==> config.mk <==
export PLATFORM = sky130hd
export DESIGN_NAME = light_trimmed_mean_filter_flat
export DESIGN_NICKNAME = d
export VERILOG_FILES = /design/src/rtl/core/ltmf_pkg.sv /design/src/rtl/core/ltmf_in_if.sv /design/src/rtl/core/ltmf_out_if.sv /design/src/rtl/core/light_trimmed_mean_filter.sv /design/src/rtl/core/ltmf_div.sv /design/src/rtl/core/ltmf_datapath.sv /design/src/rtl/core/ltmf_ctrl.sv /design/src/flat_wrapper.sv
export SDC_FILE = /design/constraint.sdc
export NUM_CORES = 2
export LEC_CHECK = 0
export BUFFER_PORTS_ARGS = -buffer_cell sky130_fd_sc_hd__buf_2
export CORE_AREA = 2 2 290 292
export CTS_BUF_LIST = sky130_fd_sc_hd__clkbuf_8
export DETAILED_ROUTE_END_ITERATION = 10
export DIE_AREA = 0 0 292 294
export PLACE_DENSITY = 0.66
export SLEW_MARGIN = 30
export SYNTH_ARGS = -nofsm -noshare
export SYNTH_HDL_FRONTEND = slang
export SYNTH_SLANG_ARGS = --single-unit
export TNS_END_PERCENT = 1
==> constraint.sdc <==
create_clock -name clk -period 9.8 [get_ports clk]
set_input_delay 0.49 -clock clk [delete_from_list [all_inputs] [get_ports clk]]
set_output_delay 0.49 -clock clk [all_outputs]
set_load 0.005 [all_outputs]
==> src/rtl/core/ltmf_pkg.sv <==
// Package for the light trimmed mean filter.
// Holds the sizes, reset values, codes and the controller/datapath link types.
// No dependencies.
package ltmf_pkg;

  localparam int WIN_SIZE = 40;
  localparam int CNT_W    = $clog2(WIN_SIZE + 1);
  localparam int PCT_W    = 7;
  localparam int RAW_W    = 16;
  localparam int TRIM_W   = 5;
  localparam int PER_W    = 16;
  localparam int CFG_W    = 16;
  localparam int CFG_AW   = 2;
  localparam int THR_W    = TRIM_W + 2;
  localparam int PCT_FULL = 100;
  localparam int SUM_W    = $clog2(WIN_SIZE * PCT_FULL + 1);

  localparam int DIV_DW   = RAW_W + PCT_W;
  localparam int DIV_VW   = 16;
  localparam int DIV_CW   = $clog2(DIV_DW);

  localparam int GRP_N    = 8;
  localparam int GRP_CNT  = (WIN_SIZE + GRP_N - 1) / GRP_N;
  localparam int GRP_W    = $clog2(GRP_N + 1);

  localparam logic [RAW_W-1:0]  FS_RST   = RAW_W'(50);
  localparam logic [TRIM_W-1:0] TRIM_RST = TRIM_W'(6);
  localparam logic [PER_W-1:0]  PLOW_RST = PER_W'(110);
  localparam logic [PER_W-1:0]  PHI_RST  = PER_W'(269);

  typedef enum logic [CFG_AW-1:0] {
    CFG_FULL_SCALE,
    CFG_TRIM,
    CFG_PER_LOW,
    CFG_PER_HIGH
  } cfg_idx_t;

  typedef enum logic [1:0] {
    DIV_PCT,
    DIV_MEAN,
    DIV_PER
  } div_op_t;

  typedef enum logic [3:0] {
    ST_IDLE,
    ST_PCT_GO,
    ST_PCT_WAIT,
    ST_PUSH,
    ST_RANK,
    ST_DRAIN,
    ST_MEAN_GO,
    ST_MEAN_WAIT,
    ST_PER_GO,
    ST_PER_WAIT,
    ST_EMIT
  } state_t;

  typedef struct packed {
    logic    load_in;
    logic    div_start;
    div_op_t div_op;
    logic    push;
    logic    rank_step;
    logic    emit;
  } cmd_t;

  typedef struct packed {
    logic add_sample;
    logic div_done;
    logic rot_last;
    logic rank_busy;
    logic n_zero;
    logic out_free;
  } sts_t;

endpackage

==> src/rtl/core/ltmf_in_if.sv <==
// Input channel of the light trimmed mean filter: mode and raw sensor count.
// Depends on ltmf_pkg.
interface ltmf_in_if;
  logic                       valid;
  logic                       ready;
  logic                       mode;
  logic [ltmf_pkg::RAW_W-1:0] raw_count;

  modport source (output valid, output mode, output raw_count, input ready);
  modport sink   (input valid, input mode, input raw_count, output ready);
endinterface

==> src/rtl/core/ltmf_out_if.sv <==
// Result channel of the light trimmed mean filter.
// Depends on ltmf_pkg.
interface ltmf_out_if;
  logic                       valid;
  logic                       ready;
  logic [ltmf_pkg::PCT_W-1:0] filtered_percent;
  logic [ltmf_pkg::PCT_W-1:0] latest_percent;
  logic [ltmf_pkg::PER_W-1:0] timer_period;
  logic [ltmf_pkg::CNT_W-1:0] held_samples;

  modport source (output valid, output filtered_percent, output latest_percent,
                  output timer_period, output held_samples, input ready);
  modport sink   (input valid, input filtered_percent, input latest_percent,
                  input timer_period, input held_samples, output ready);
endinterface

==> src/rtl/core/light_trimmed_mean_filter.sv <==
// Top level of the light trimmed mean filter.
// Depends on ltmf_pkg, ltmf_in_if, ltmf_out_if, ltmf_ctrl and ltmf_datapath.
//
//   channel  dir  handshake        word
//   in_ch    in   valid/ready      mode, raw_count
//   out_ch   out  valid/ready      filtered_percent, latest_percent,
//                                  timer_period, held_samples
//   cfg_*    in   cfg_we only      cfg_addr selects register, cfg_wdata value
//
// The rank pass over all 40 window slots and the shared divider (used three
// times for a sample word, at most twice for a report-only word) dominate the
// work per word. One word is in work at a time.
// Synchronous active-low reset restores register defaults and empties the
// window. A finished result waits in the output register while the next word
// is accepted; a stalled output holds the block only at the final handoff.
module light_trimmed_mean_filter (
  input  logic                        clk,
  input  logic                        rst_n,
  ltmf_in_if.sink                     in_ch,
  ltmf_out_if.source                  out_ch,
  input  logic                        cfg_we,
  input  logic [ltmf_pkg::CFG_AW-1:0] cfg_addr,
  input  logic [ltmf_pkg::CFG_W-1:0]  cfg_wdata
);

  ltmf_pkg::cmd_t cmd;
  ltmf_pkg::sts_t sts;

  ltmf_ctrl u_ctrl (
    .clk      (clk),
    .rst_n    (rst_n),
    .in_valid (in_ch.valid),
    .in_ready (in_ch.ready),
    .sts      (sts),
    .cmd      (cmd)
  );

  ltmf_datapath u_dp (
    .clk                  (clk),
    .rst_n                (rst_n),
    .cmd                  (cmd),
    .sts                  (sts),
    .cfg_we               (cfg_we),
    .cfg_addr             (cfg_addr),
    .cfg_wdata            (cfg_wdata),
    .in_mode              (in_ch.mode),
    .in_raw_count         (in_ch.raw_count),
    .out_ready            (out_ch.ready),
    .out_valid            (out_ch.valid),
    .out_filtered_percent (out_ch.filtered_percent),
    .out_latest_percent   (out_ch.latest_percent),
    .out_timer_period     (out_ch.timer_period),
    .out_held_samples     (out_ch.held_samples)
  );

  a_leave_idle: assert property (@(posedge clk) disable iff (!rst_n)
    in_ch.valid && in_ch.ready |=> !in_ch.ready)
    else $error("accepted word did not start work");

  a_out_range: assert property (@(posedge clk) disable iff (!rst_n)
    out_ch.valid |-> (out_ch.filtered_percent <= ltmf_pkg::PCT_W'(ltmf_pkg::PCT_FULL))
                  && (out_ch.latest_percent <= ltmf_pkg::PCT_W'(ltmf_pkg::PCT_FULL))
                  && (out_ch.held_samples <= ltmf_pkg::CNT_W'(ltmf_pkg::WIN_SIZE)))
    else $error("result field out of range");

  a_empty_zero: assert property (@(posedge clk) disable iff (!rst_n)
    out_ch.valid && out_ch.held_samples == '0 |->
      out_ch.filtered_percent == '0 && out_ch.latest_percent == '0)
    else $error("empty window reported nonzero percent");

endmodule

==> src/rtl/core/ltmf_div.sv <==
// Restoring unsigned divider, one quotient bit per cycle.
// Depends on ltmf_pkg for operand widths.
module ltmf_div (
  input  logic                        clk,
  input  logic                        rst_n,
  input  logic                        start,
  input  logic [ltmf_pkg::DIV_DW-1:0] dividend,
  input  logic [ltmf_pkg::DIV_VW-1:0] divisor,
  output logic                        done,
  output logic [ltmf_pkg::DIV_DW-1:0] quotient
);

  logic                        busy_r, busy_nxt;
  logic                        done_r, done_nxt;
  logic [ltmf_pkg::DIV_CW-1:0] cnt_r, cnt_nxt;
  logic [ltmf_pkg::DIV_DW-1:0] quo_r, quo_nxt;
  logic [ltmf_pkg::DIV_VW-1:0] rem_r, rem_nxt;
  logic [ltmf_pkg::DIV_VW-1:0] dvs_r, dvs_nxt;
  logic [ltmf_pkg::DIV_VW:0]   trial;
  logic [ltmf_pkg::DIV_VW:0]   diff;

  assign trial = {rem_r, quo_r[ltmf_pkg::DIV_DW-1]};
  assign diff  = trial - {1'b0, dvs_r};

  always_comb begin
    busy_nxt = busy_r;
    done_nxt = 1'b0;
    cnt_nxt  = cnt_r;
    quo_nxt  = quo_r;
    rem_nxt  = rem_r;
    dvs_nxt  = dvs_r;
    if (start) begin
      busy_nxt = 1'b1;
      cnt_nxt  = '0;
      quo_nxt  = dividend;
      rem_nxt  = '0;
      dvs_nxt  = divisor;
    end else if (busy_r) begin
      if (trial >= {1'b0, dvs_r}) begin
        rem_nxt = diff[ltmf_pkg::DIV_VW-1:0];
        quo_nxt = {quo_r[ltmf_pkg::DIV_DW-2:0], 1'b1};
      end else begin
        rem_nxt = trial[ltmf_pkg::DIV_VW-1:0];
        quo_nxt = {quo_r[ltmf_pkg::DIV_DW-2:0], 1'b0};
      end
      cnt_nxt = cnt_r + 1'b1;
      if (cnt_r == ltmf_pkg::DIV_CW'(ltmf_pkg::DIV_DW - 1)) begin
        busy_nxt = 1'b0;
        done_nxt = 1'b1;
      end
    end
  end

  always_ff @(posedge clk) begin
    if (!rst_n) begin
      busy_r <= 1'b0;
      done_r <= 1'b0;
      cnt_r  <= '0;
    end else begin
      busy_r <= busy_nxt;
      done_r <= done_nxt;
      cnt_r  <= cnt_nxt;
    end
  end

  always_ff @(posedge clk) begin
    quo_r <= quo_nxt;
    rem_r <= rem_nxt;
    dvs_r <= dvs_nxt;
  end

  assign done     = done_r;
  assign quotient = quo_r;

endmodule

==> src/rtl/core/ltmf_datapath.sv <==
// Datapath of the light trimmed mean filter: registers, sample window,
// rank pipeline, shared divider and result register.
// Depends on ltmf_pkg and ltmf_div.
module ltmf_datapath (
  input  logic                         clk,
  input  logic                         rst_n,
  input  ltmf_pkg::cmd_t               cmd,
  output ltmf_pkg::sts_t               sts,
  input  logic                         cfg_we,
  input  logic [ltmf_pkg::CFG_AW-1:0]  cfg_addr,
  input  logic [ltmf_pkg::CFG_W-1:0]   cfg_wdata,
  input  logic                         in_mode,
  input  logic [ltmf_pkg::RAW_W-1:0]   in_raw_count,
  input  logic                         out_ready,
  output logic                         out_valid,
  output logic [ltmf_pkg::PCT_W-1:0]   out_filtered_percent,
  output logic [ltmf_pkg::PCT_W-1:0]   out_latest_percent,
  output logic [ltmf_pkg::PER_W-1:0]   out_timer_period,
  output logic [ltmf_pkg::CNT_W-1:0]   out_held_samples
);

  localparam int W = ltmf_pkg::WIN_SIZE;
  localparam int GRP_PAD = ltmf_pkg::GRP_CNT * ltmf_pkg::GRP_N;

  logic [ltmf_pkg::RAW_W-1:0]  fs_r;
  logic [ltmf_pkg::TRIM_W-1:0] trim_r;
  logic [ltmf_pkg::PER_W-1:0]  plow_r;
  logic [ltmf_pkg::PER_W-1:0]  phigh_r;

  logic [ltmf_pkg::RAW_W-1:0]  raw_r;
  logic [ltmf_pkg::PCT_W-1:0]  pct_r;
  logic [ltmf_pkg::PCT_W-1:0]  filt_r;
  logic [ltmf_pkg::PER_W-1:0]  per_r;
  ltmf_pkg::div_op_t           op_r;

  logic [ltmf_pkg::PCT_W-1:0]  win_r [W];
  logic [W-1:0]                vld_r;
  logic [ltmf_pkg::CNT_W-1:0]  n_r;
  logic [ltmf_pkg::CNT_W-1:0]  rot_cnt_r;

  logic [W-1:0]                flag_nxt, flag_r;
  logic [ltmf_pkg::PCT_W-1:0]  b_val_r;
  logic                        b_vld_r, stb_r;
  logic [GRP_PAD-1:0]          flag_pad;
  logic [ltmf_pkg::GRP_W-1:0]  grp_nxt [ltmf_pkg::GRP_CNT];
  logic [ltmf_pkg::GRP_W-1:0]  grp_r   [ltmf_pkg::GRP_CNT];
  logic [ltmf_pkg::PCT_W-1:0]  c_val_r;
  logic                        c_vld_r, stc_r;
  logic [ltmf_pkg::CNT_W-1:0]  rank;
  logic [ltmf_pkg::SUM_W-1:0]  sum_r;

  logic [ltmf_pkg::THR_W-1:0]  thr;
  logic                        trim_on;
  logic [ltmf_pkg::CNT_W-1:0]  lo, hi, keep;
  logic [ltmf_pkg::PER_W-1:0]  span;

  logic                        div_done;
  logic [ltmf_pkg::DIV_DW-1:0] div_q;
  logic [ltmf_pkg::DIV_DW-1:0] div_a;
  logic [ltmf_pkg::DIV_VW-1:0] div_b;

  logic                        out_vld_r;
  logic [ltmf_pkg::PCT_W-1:0]  out_filt_r, out_last_r;
  logic [ltmf_pkg::PER_W-1:0]  out_per_r;
  logic [ltmf_pkg::CNT_W-1:0]  out_held_r;
  logic                        out_free;

  always_ff @(posedge clk) begin
    if (!rst_n) begin
      fs_r    <= ltmf_pkg::FS_RST;
      trim_r  <= ltmf_pkg::TRIM_RST;
      plow_r  <= ltmf_pkg::PLOW_RST;
      phigh_r <= ltmf_pkg::PHI_RST;
    end else if (cfg_we) begin
      unique case (ltmf_pkg::cfg_idx_t'(cfg_addr))
        ltmf_pkg::CFG_FULL_SCALE: fs_r    <= cfg_wdata[ltmf_pkg::RAW_W-1:0];
        ltmf_pkg::CFG_TRIM:       trim_r  <= cfg_wdata[ltmf_pkg::TRIM_W-1:0];
        ltmf_pkg::CFG_PER_LOW:    plow_r  <= cfg_wdata[ltmf_pkg::PER_W-1:0];
        ltmf_pkg::CFG_PER_HIGH:   phigh_r <= cfg_wdata[ltmf_pkg::PER_W-1:0];
      endcase
    end
  end

  // trim window bounds over the held samples
  assign thr     = {1'b0, trim_r, 1'b0} + ltmf_pkg::THR_W'(3);
  assign trim_on = {{(ltmf_pkg::THR_W - ltmf_pkg::CNT_W){1'b0}}, n_r} > thr;
  assign lo      = trim_on ? ltmf_pkg::CNT_W'(trim_r) : '0;
  assign hi      = trim_on ? n_r - ltmf_pkg::CNT_W'(trim_r) : n_r;
  assign keep    = hi - lo;
  assign span    = (phigh_r >= plow_r) ? phigh_r - plow_r : '0;

  always_comb begin
    unique case (cmd.div_op)
      ltmf_pkg::DIV_PCT: begin
        div_a = ltmf_pkg::DIV_DW'(raw_r) * ltmf_pkg::DIV_DW'(ltmf_pkg::PCT_FULL);
        div_b = (fs_r == '0) ? ltmf_pkg::DIV_VW'(1) : fs_r;
      end
      ltmf_pkg::DIV_MEAN: begin
        div_a = ltmf_pkg::DIV_DW'(sum_r);
        div_b = ltmf_pkg::DIV_VW'(keep);
      end
      default: begin
        div_a = ltmf_pkg::DIV_DW'(span) * ltmf_pkg::DIV_DW'(filt_r);
        div_b = ltmf_pkg::DIV_VW'(ltmf_pkg::PCT_FULL);
      end
    endcase
  end

  ltmf_div u_div (
    .clk      (clk),
    .rst_n    (rst_n),
    .start    (cmd.div_start),
    .dividend (div_a),
    .divisor  (div_b),
    .done     (div_done),
    .quotient (div_q)
  );

  always_ff @(posedge clk) begin
    if (cmd.load_in) begin
      raw_r  <= in_raw_count;
      filt_r <= '0;
    end else if (div_done && op_r == ltmf_pkg::DIV_MEAN) begin
      filt_r <= div_q[ltmf_pkg::PCT_W-1:0];
    end
    if (cmd.div_start) begin
      op_r <= cmd.div_op;
    end
    if (div_done && op_r == ltmf_pkg::DIV_PCT) begin
      pct_r <= (div_q > ltmf_pkg::DIV_DW'(ltmf_pkg::PCT_FULL))
             ? ltmf_pkg::PCT_W'(ltmf_pkg::PCT_FULL) : div_q[ltmf_pkg::PCT_W-1:0];
    end
    if (div_done && op_r == ltmf_pkg::DIV_PER) begin
      per_r <= plow_r + div_q[ltmf_pkg::PER_W-1:0];
    end
  end

  // window: push at tap 0, rotate toward tap 0 during the rank pass
  always_ff @(posedge clk) begin
    if (!rst_n) begin
      vld_r     <= '0;
      n_r       <= '0;
      rot_cnt_r <= '0;
    end else begin
      if (cmd.push) begin
        vld_r <= {vld_r[W-2:0], 1'b1};
        if (n_r != ltmf_pkg::CNT_W'(W)) begin
          n_r <= n_r + 1'b1;
        end
      end else if (cmd.rank_step) begin
        vld_r <= {vld_r[0], vld_r[W-1:1]};
      end
      if (cmd.load_in) begin
        rot_cnt_r <= '0;
      end else if (cmd.rank_step) begin
        rot_cnt_r <= rot_cnt_r + 1'b1;
      end
    end
  end

  always_ff @(posedge clk) begin
    if (cmd.push) begin
      win_r[0] <= pct_r;
      for (int k = 1; k < W; k++) begin
        win_r[k] <= win_r[k-1];
      end
    end else if (cmd.rank_step) begin
      win_r[W-1] <= win_r[0];
      for (int k = 0; k < W - 1; k++) begin
        win_r[k] <= win_r[k+1];
      end
    end
  end

  // rank of tap 0: smaller values, and equal values from earlier slots
  always_comb begin
    for (int k = 0; k < W; k++) begin
      flag_nxt[k] = vld_r[k] && ((win_r[k] < win_r[0]) ||
                    ((win_r[k] == win_r[0]) && (int'(rot_cnt_r) + k >= W)));
    end
  end

  assign flag_pad = GRP_PAD'(flag_r);

  always_comb begin
    for (int g = 0; g < ltmf_pkg::GRP_CNT; g++) begin
      grp_nxt[g] = ltmf_pkg::GRP_W'($countones(flag_pad[g*ltmf_pkg::GRP_N +: ltmf_pkg::GRP_N]));
    end
  end

  always_comb begin
    rank = '0;
    for (int g = 0; g < ltmf_pkg::GRP_CNT; g++) begin
      rank = rank + ltmf_pkg::CNT_W'(grp_r[g]);
    end
  end

  always_ff @(posedge clk) begin
    if (!rst_n) begin
      stb_r <= 1'b0;
      stc_r <= 1'b0;
    end else begin
      stb_r <= cmd.rank_step;
      stc_r <= stb_r;
    end
  end

  always_ff @(posedge clk) begin
    flag_r  <= flag_nxt;
    b_val_r <= win_r[0];
    b_vld_r <= vld_r[0];
    grp_r   <= grp_nxt;
    c_val_r <= b_val_r;
    c_vld_r <= b_vld_r;
    if (cmd.load_in) begin
      sum_r <= '0;
    end else if (stc_r && c_vld_r && rank >= lo && rank < hi) begin
      sum_r <= sum_r + ltmf_pkg::SUM_W'(c_val_r);
    end
  end

  assign out_free = !out_vld_r || out_ready;

  always_ff @(posedge clk) begin
    if (!rst_n) begin
      out_vld_r <= 1'b0;
    end else if (cmd.emit) begin
      out_vld_r <= 1'b1;
    end else if (out_ready) begin
      out_vld_r <= 1'b0;
    end
  end

  always_ff @(posedge clk) begin
    if (cmd.emit) begin
      out_filt_r <= filt_r;
      out_last_r <= vld_r[0] ? win_r[0] : '0;
      out_per_r  <= per_r;
      out_held_r <= n_r;
    end
  end

  assign sts.add_sample = !in_mode;
  assign sts.div_done   = div_done;
  assign sts.rot_last   = (rot_cnt_r == ltmf_pkg::CNT_W'(W - 1));
  assign sts.rank_busy  = stb_r || stc_r;
  assign sts.n_zero     = (n_r == '0);
  assign sts.out_free   = out_free;

  assign out_valid            = out_vld_r;
  assign out_filtered_percent = out_filt_r;
  assign out_latest_percent   = out_last_r;
  assign out_timer_period     = out_per_r;
  assign out_held_samples     = out_held_r;

endmodule

==> src/rtl/core/ltmf_ctrl.sv <==
// Controller of the light trimmed mean filter: sequences scaling, window
// update, rank pass and the two divisions. Depends on ltmf_pkg.
module ltmf_ctrl (
  input  logic           clk,
  input  logic           rst_n,
  input  logic           in_valid,
  output logic           in_ready,
  input  ltmf_pkg::sts_t sts,
  output ltmf_pkg::cmd_t cmd
);

  ltmf_pkg::state_t state_r, state_nxt;

  always_ff @(posedge clk) begin
    if (!rst_n) begin
      state_r <= ltmf_pkg::ST_IDLE;
    end else begin
      state_r <= state_nxt;
    end
  end

  always_comb begin
    state_nxt     = state_r;
    in_ready      = 1'b0;
    cmd.load_in   = 1'b0;
    cmd.div_start = 1'b0;
    cmd.div_op    = ltmf_pkg::DIV_PCT;
    cmd.push      = 1'b0;
    cmd.rank_step = 1'b0;
    cmd.emit      = 1'b0;
    unique case (state_r)
      ltmf_pkg::ST_IDLE: begin
        in_ready = 1'b1;
        if (in_valid) begin
          cmd.load_in = 1'b1;
          state_nxt   = sts.add_sample ? ltmf_pkg::ST_PCT_GO : ltmf_pkg::ST_RANK;
        end
      end
      ltmf_pkg::ST_PCT_GO: begin
        cmd.div_start = 1'b1;
        state_nxt     = ltmf_pkg::ST_PCT_WAIT;
      end
      ltmf_pkg::ST_PCT_WAIT: begin
        if (sts.div_done) begin
          state_nxt = ltmf_pkg::ST_PUSH;
        end
      end
      ltmf_pkg::ST_PUSH: begin
        cmd.push  = 1'b1;
        state_nxt = ltmf_pkg::ST_RANK;
      end
      ltmf_pkg::ST_RANK: begin
        cmd.rank_step = 1'b1;
        if (sts.rot_last) begin
          state_nxt = ltmf_pkg::ST_DRAIN;
        end
      end
      ltmf_pkg::ST_DRAIN: begin
        if (!sts.rank_busy) begin
          state_nxt = sts.n_zero ? ltmf_pkg::ST_PER_GO : ltmf_pkg::ST_MEAN_GO;
        end
      end
      ltmf_pkg::ST_MEAN_GO: begin
        cmd.div_start = 1'b1;
        cmd.div_op    = ltmf_pkg::DIV_MEAN;
        state_nxt     = ltmf_pkg::ST_MEAN_WAIT;
      end
      ltmf_pkg::ST_MEAN_WAIT: begin
        if (sts.div_done) begin
          state_nxt = ltmf_pkg::ST_PER_GO;
        end
      end
      ltmf_pkg::ST_PER_GO: begin
        cmd.div_start = 1'b1;
        cmd.div_op    = ltmf_pkg::DIV_PER;
        state_nxt     = ltmf_pkg::ST_PER_WAIT;
      end
      ltmf_pkg::ST_PER_WAIT: begin
        if (sts.div_done) begin
          state_nxt = ltmf_pkg::ST_EMIT;
        end
      end
      ltmf_pkg::ST_EMIT: begin
        if (sts.out_free) begin
          cmd.emit  = 1'b1;
          state_nxt = ltmf_pkg::ST_IDLE;
        end
      end
      default: begin
        state_nxt = ltmf_pkg::ST_IDLE;
      end
    endcase
  end

endmodule
==> src/flat_wrapper.sv <==
// flat-port wrapper written by rule: the top's interface ports become plain ports
module light_trimmed_mean_filter_flat 
  (clk, rst_n, cfg_we, cfg_addr, cfg_wdata, in_ch_valid, in_ch_mode, in_ch_raw_count, in_ch_ready, out_ch_valid, out_ch_filtered_percent, out_ch_latest_percent, out_ch_timer_period, out_ch_held_samples, out_ch_ready);
  ltmf_in_if in_ch_i ();
  ltmf_out_if out_ch_i ();
  input  logic clk;
  input  logic rst_n;
  input  logic cfg_we;
  input  logic [ltmf_pkg::CFG_AW-1:0] cfg_addr;
  input  logic [ltmf_pkg::CFG_W-1:0] cfg_wdata;
  input wire logic [$bits(in_ch_i.valid)-1:0] in_ch_valid;
  input wire logic [$bits(in_ch_i.mode)-1:0] in_ch_mode;
  input wire logic [$bits(in_ch_i.raw_count)-1:0] in_ch_raw_count;
  output wire logic [$bits(in_ch_i.ready)-1:0] in_ch_ready;
  output wire logic [$bits(out_ch_i.valid)-1:0] out_ch_valid;
  output wire logic [$bits(out_ch_i.filtered_percent)-1:0] out_ch_filtered_percent;
  output wire logic [$bits(out_ch_i.latest_percent)-1:0] out_ch_latest_percent;
  output wire logic [$bits(out_ch_i.timer_period)-1:0] out_ch_timer_period;
  output wire logic [$bits(out_ch_i.held_samples)-1:0] out_ch_held_samples;
  input wire logic [$bits(out_ch_i.ready)-1:0] out_ch_ready;
  assign in_ch_i.valid = in_ch_valid;
  assign in_ch_i.mode = in_ch_mode;
  assign in_ch_i.raw_count = in_ch_raw_count;
  assign in_ch_ready = in_ch_i.ready;
  assign out_ch_valid = out_ch_i.valid;
  assign out_ch_filtered_percent = out_ch_i.filtered_percent;
  assign out_ch_latest_percent = out_ch_i.latest_percent;
  assign out_ch_timer_period = out_ch_i.timer_period;
  assign out_ch_held_samples = out_ch_i.held_samples;
  assign out_ch_i.ready = out_ch_ready;
  light_trimmed_mean_filter u_core (.clk(clk), .rst_n(rst_n), .in_ch(in_ch_i), .out_ch(out_ch_i), .cfg_we(cfg_we), .cfg_addr(cfg_addr), .cfg_wdata(cfg_wdata));
endmodule
======== After elaboration in Yosys (flattened, before gate mapping) ========
Memories as Yosys holds them, arrays and structs flattened.
Index checks and enable logic that the tools add are counted.
W data, S select, Z words.
word-level totals
  bits in writable memories ............... 280
  output and inout bits ................... 38
  bits in registers ....................... 346
  memories kept ........................... 1
memory list
  name               words  width  read ports  clocked after Yosys merged registers in  write ports  line                 text
  u_core.u_dp.win_r  40     7      40          0                                        40           ltmf_datapath.sv:36  logic [ltmf_pkg::PCT_W-1:0] win_r [W];
cells by class
  multipliers ............................. 2
  mux-type cells .......................... 82
  $lt $le $gt $ge ......................... 86
  eq/ne operators ......................... 65
  reductions and logical operators ........ 147
  bitwise gates (word level) .............. 42
  add/sub/neg operators ................... 88
operators with widths
  operator               count
  $lt A7 B7 Y1           40
  $mux W7                40
  $eq A7 B7 Y1           39
  $ge A7 B6 Y1 const B   39
  $add A6 B5 Y7 const B  16
  $logic_and A1 B1 Y1    85
  $mux W40               2
  $add A6 B4 Y7 const B  8
  $add A6 B6 Y7 const B  8
  $mux W16               3
  $mux W23               2
  $pmux W23 S2           1
  $pmux W4 S11           1
  $logic_or A1 B1 Y1     42
  $add A1 B1 Y2          20
  $or A1 B1 Y1           40
  $mux W4                8
  $pmux W16 S2           1
  $sub A16 B16 Y16       2
  $add A2 B2 Y3          10
  $add A6 B3 Y7 const B  4
  $gt A23 B7 Y1 const B  1
  $mul A16 B7 Y23        1
  $add A6 B2 Y7 const B  3
  other kinds (44)       96

======== Logic depth before layout (Yosys ltp) ========
  depth after elaboration ................. 7
  mapped depth ............................ 32

======== Hierarchy ========
Synthesis repeated with hierarchy kept, for this count alone.
second synthesis, totals
  cell total of the unflattened synthesis .. 4011
  area total of the unflattened synthesis .. 41984.0 um2
by module, submodules not included
  module         seq. area each (um2)  area an instance (um2)  times used  cells each
  ltmf_datapath  14784.2               38205.4                 1           3642
  ltmf_div       1631.6                3315.7                  1           311
  ltmf_ctrl      80.1                  462.9                   1           58

======== Least setup slack after synthesis ========
No wires, ideal clock.
  kind .................................... reg-to-reg
  start ................................... register u_core.u_ctrl.state_r[1]
  end ..................................... memory u_core.u_dp.win_r[0][0] in the netlist's numbering (enable)
  clock period less this slack ............ 8.248 ns
  library setup time ...................... 0.654 ns
  stages on the path, launching flop included .. 8
  slack ................................... 1.552 ns
  required time ........................... 9.146 ns
  path buffers ............................ 3
  arrival time ............................ 7.594 ns
  cells stage by stage .................... dfxtp_1 -> clkbuf_1 -> inv_1 -> or3_1 -> or2_2 -> clkbuf_1 -> clkbuf_1 -> nand2_1
RTL lines
  item                    line                 text
  from (decl)             ltmf_ctrl.sv:12      ltmf_pkg::state_t state_r, state_nxt;
  from (signal assigned)  ltmf_ctrl.sv:16      state_r <= ltmf_pkg::ST_IDLE;
  from (signal assigned)  ltmf_ctrl.sv:18      state_r <= state_nxt;
  to (decl)               ltmf_datapath.sv:36

======== Final worst setup path ========
  start ................................... register u_core.u_dp.plow_r[0] in the netlist's numbering
  end ..................................... register u_core.u_dp.u_div.quo_r (netlist bit u_core.u_dp.u_div.quotient[22]), data pin
between the ends
  cells in the longest elaborated chain, start to end .. 5
  elaborated cells on any way between the ends .. 6
  classes of those cells .................. add/sub (1); mul (1); order compare (1); mux (3)
ends and longest elaborated chain
  item                                                line                  text
  from (decl)                                         ltmf_datapath.sv:27   logic [ltmf_pkg::PER_W-1:0] plow_r;
  from (signal assigned)                              ltmf_datapath.sv:72   plow_r <= ltmf_pkg::PLOW_RST;
  from (signal assigned)                              ltmf_datapath.sv:78   ltmf_pkg::CFG_PER_LOW: plow_r <= cfg_wdata[ltmf_pkg::PER_W-1:0];
  $sub A16 B16 Y16 or $ge A16 B16 Y1 (tied branches)  ltmf_datapath.sv:90   assign span = (phigh_r >= plow_r) ? phigh_r - plow_r : '0;
  $mux W16 *                                          ltmf_datapath.sv:90
  $mul A16 B7 Y23 *                                   ltmf_datapath.sv:103  div_a = ltmf_pkg::DIV_DW'(span) * ltmf_pkg::DIV_DW'(filt_r);
  $pmux W23 S2 *                                      ltmf_datapath.sv:93   unique case (cmd.div_op)
  $mux W23 *                                          ltmf_div.sv:32        if (start) begin
  net u_core.u_dp.u_div.quo_nxt (one bit)             ltmf_div.sv:16        logic [ltmf_pkg::DIV_DW-1:0] quo_r, quo_nxt;
  to (signal assigned)                                ltmf_div.sv:67        quo_r <= quo_nxt;
  to (decl)                                           ltmf_div.sv:16
The timed path passes the listed nets; every way through them passes the cells marked *.
A chain may end at the register's enable or synchronous reset.

==> flow_summary.yaml <==
outcome:
  status: "finished, final reports clean"
die:
  initial_core_util_pct: 49.6
  die-area_um2: 85800
  chipWidth_um: 292
  rows: 106
  pin_count: 78
  core_area_um2: 82900
  die_y_um: 294
critical_path:
  slowest_stage: "o41a_1"
  crit_start: "u_core.u_dp.plow_r[0]"
  worstPathArrival_ns: 9.06
  reg2reg_to: "u_core.u_dp.u_div.quotient[22]"
  crit_family: "compound AO/OA/AOI/OAI gates"
  end_kind: "register"
  start_kind: "register"
  endpoint: "u_core.u_dp.u_div.quotient[22]"
  crit_type: "register to register"
  r2r_start: "u_core.u_dp.plow_r[0]"
  ff2ff_path_depth: 28
  critical_path.max_fanout: 26
  rrSetupSlack_ns: 1.21
  critPathMaxStageDelay_ns: 0.72
  cp_num_buf_inv: 3
  crit_top_cell: "fa_1"
  required_ns: 10.27
  path_depth: 28
clock_network:
  cts.sinks: 626
  cts_buffer_depth: 3
  clkTransAtPathRegs_ns: 0.06
  h-tree-depth: 3
  cts_buffers: 109
  cts_tree: "built"
  clock_latency_ns: 0.75
  clockRootBuffer: "clkbuf_8"
global_routing:
  grt.overflow.total: 0
  antenna_found_initial: 2
  grt_use_total_pct: 24.2
  grt_pass1_vias: 31400
  grt_max_degree: 153
  grt_pass1_wl_um: 168000
sta:
  min_period_over_period_pct: 87.7
  hold_viol: 0
  post-route-min-period_ns: 8.59
  rsz0062_at_grt: "no"
  tightest_slew_ns: 0.962
  relSlewSlack_pct: 35.3
  max_clock_freq_mhz: 116
  setup_violations: 0
  finalMaxSlewViolations: 0
  setup_tns_ns: 0
  skew_ns: 0.0300
drt:
  wirelength_um: 104000
  drcViolationCount: 0
  vias_per_cell: 5.59
  vias: 32000
  routedWlPerCell_um: 18.2
  postRouteAntennaNets: 0
  drt_pre_antenna_iters: 6
  dr.first_iter.drc_count: 2392
synthesis:
  netlist_area_um2: 41100
  synth_seq_area_share_pct: 40.1
  synth_area_leaders: "edfxtp_1, ha_1, dfxtp_1"
  synth_seq_cells: 626
  synth_top_flop_cell: "edfxtp_1"
  yosysWarnings: 0
  async_reset_ff_share_pct: 0
  synth_area_per_cell_um2: 9.17
  syn-num-nets: 5128
  synth_edf_count: 396
  synth_top_cell_by_area: "edfxtp_1"
  yosysUniqueCellTypes: 82
  syn_inst: 4483
  synth_top_area_share_pct: 28.9
power:
  vdd_ir_drop_max_uv: 172
  power_density_nw_per_um2: 245
  power_leakage_nw: 20.3
  finalPower_w: 0.0111
cells_and_area:
  final_util_pct: 54.6
  layout.cells.non_filler: 5733
  layout-drive-gt1-share_pct: 7.25
  final_area_um2: 45200
  layout.nets: 5199
  syn2layout_area_growth_pct: 10.1
placed_design:
  io_buffers: 77
  dp.final_hpwl_um: 72800
  dp_cells: 5495
  dpl_cell_area_um2: 42500
  gp_congestion: 0.904
job:
  max-cap-violations: 0
min_path:
  hp-class: "input port to register"
## flip-flops by register name, indices dropped and copies added (netlist names), 12 cells and up
signal                        flops
u_core.u_dp.raw_r                16
u_core.u_dp.plow_r               16
u_core.u_dp.u_div.quotient       23
u_core.u_dp.out_timer_period     16
u_core.u_dp.per_r                16
u_core.u_dp.win_r               280
u_core.u_dp.sum_r                12
u_core.u_dp.vld_r                40
u_core.u_dp.grp_r                20
u_core.u_dp.fs_r                 16
u_core.u_dp.flag_pad             40
u_core.u_dp.phigh_r              16
u_core.u_dp.u_div.dvs_r          16
u_core.u_dp.u_div.rem_r          16
## worst min-delay path, stage by stage
cell and delay, ns:
buf_2 0.15, nand2_1 0.07, a21oi_1 0.05
## metal layers
metal | vias up | global-route usage [%] | part of all wire (%)
met5 | - | 0 | 0
met4 | 0 | 6.69 | 2.4
met3 | 147 | 3.18 | 5.4
met2 | 817 | 41.0 | 47
met1 | 15300 | 32.5 | 45
li1 | 15700 | - | -
## layout by cell type, fill, tap and decap left out, drive strengths merged, types with 43 or more instances in the layout
| cell | instances |
|---|---|
| a21o | 66 |
| edfxtp | 396 |
| dfxtp | 230 |
| and3 | 58 |
| nand4 | 59 |
| ha | 488 |
| a311oi | 43 |
| buf | 114 |
| inv | 364 |
| and2 | 51 |
| fa | 117 |
| nor3 | 47 |
| nand2b | 53 |
| xnor2 | 61 |
| nand2 | 1058 |
| clkbuf | 143 |
| nand3 | 89 |
| nor2b | 80 |
| o21ai | 247 |
| xor2 | 49 |
| a21oi | 255 |
| nor2 | 218 |
## synthesized netlist by cell type (7+ instances only)
| master | number |
|---|---|
| or2_2 | 14 |
| o21a_1 | 28 |
| a31oi_1 | 17 |
| fa_1 | 117 |
| buf_2 | 7 |
| xor2_1 | 49 |
| nor4_1 | 12 |
| or3_1 | 8 |
| a21o_1 | 66 |
| a221oi_1 | 18 |
| a311oi_1 | 43 |
| nor3_1 | 45 |
| nand2b_1 | 53 |
| nand4_1 | 58 |
| o21bai_1 | 8 |
| a2111oi_0 | 11 |
| ha_1 | 488 |
| o21ai_0 | 241 |
| o22ai_1 | 10 |
| a21oi_1 | 255 |
| and3_1 | 58 |
| inv_1 | 334 |
| dfxtp_1 | 230 |
| o211ai_1 | 25 |
| xnor2_1 | 61 |
| and2_1 | 50 |
| o31ai_1 | 8 |
| buf_1 | 19 |
| a211oi_1 | 17 |
| a22oi_1 | 9 |
| mux2i_1 | 26 |
| clkbuf_1 | 154 |
| nor2_1 | 218 |
| edfxtp_1 | 396 |
| o32ai_1 | 24 |
| nand3_1 | 89 |
| nor2b_1 | 80 |
| nand2_1 | 1058 |
## cell families (layout without fill, tap and decap cells)
family	count (synthesis)	in the layout	synth area share, %
adder cells (fa/ha/maj)	607	607	20.6
AND/OR/NAND/NOR	1766	1766	18.8
AO/OA/AOI/OAI	827	827	12.6
multiplexers	29	29	0.716
flip-flops	626	626	40.1
XOR/XNOR	110	110	2.34
other	0	3	0
buffers and inverters	518	685	4.77
## report_power, final
part	switching [W]	total, W	internal, W	leakage [nW]
combinational	0.00265	0.00425	0.00160	13.4
clock	0.00114	0.00263	0.00149	1.37
sequential	0.000481	0.00418	0.00370	5.51
total	0.00427	0.0111	0.00680	20.3
## final cells by class
| cell class | instances | area, µm² |
|---|---|---|
| Timing Repair Buffer | 141 | 977 |
| Inverter | 337 | 1260 |
| Fill cell | 7552 | 37700 |
| Clock buffer | 143 | 1970 |
| Multi-Input combinational cell | 3339 | 22700 |
| Clock inverter | 64 | 467 |
| Sequential cell | 626 | 16500 |
| Tap cell | 1080 | 1350 |
| Antenna cell | 3 | 7.51 |
## what timing repair did
item                                   CTS  global route
setup endpoints to repair                0             0
resized for setup                        0             0
hold buffers                            27             0
setup buffers                            0             0
endpoints found under the hold margin   41             0
## worst min-delay path by stage
stage                                       from                endpoint  depth (start not counted)
after floorplan           u_core.u_dp.b_val_r[0]  u_core.u_dp.c_val_r[0]                          0
final                               cfg_wdata[0]     u_core.u_dp.fs_r[0]                          3
after CTS                           cfg_wdata[3]     u_core.u_dp.fs_r[3]                          3
after detailed placement     u_core.u_dp.b_vld_r     u_core.u_dp.c_vld_r                          0
after global placement    u_core.u_dp.b_val_r[5]  u_core.u_dp.c_val_r[5]                          0
after global routing                cfg_wdata[2]     u_core.u_dp.fs_r[2]                          3
## metrics by stage
stage / hold WS, ns / setup slack, ns
final: 0.0652 / 1.21
after global routing: 0.0257 / 0.571
after CTS: 0.00195 / 1.26
after detailed placement: 0.312 / 1.25
after global placement: 0.311 / 1.40
after floorplan: 0.310 / 1.55
Power figures use the tool's default switching activity.
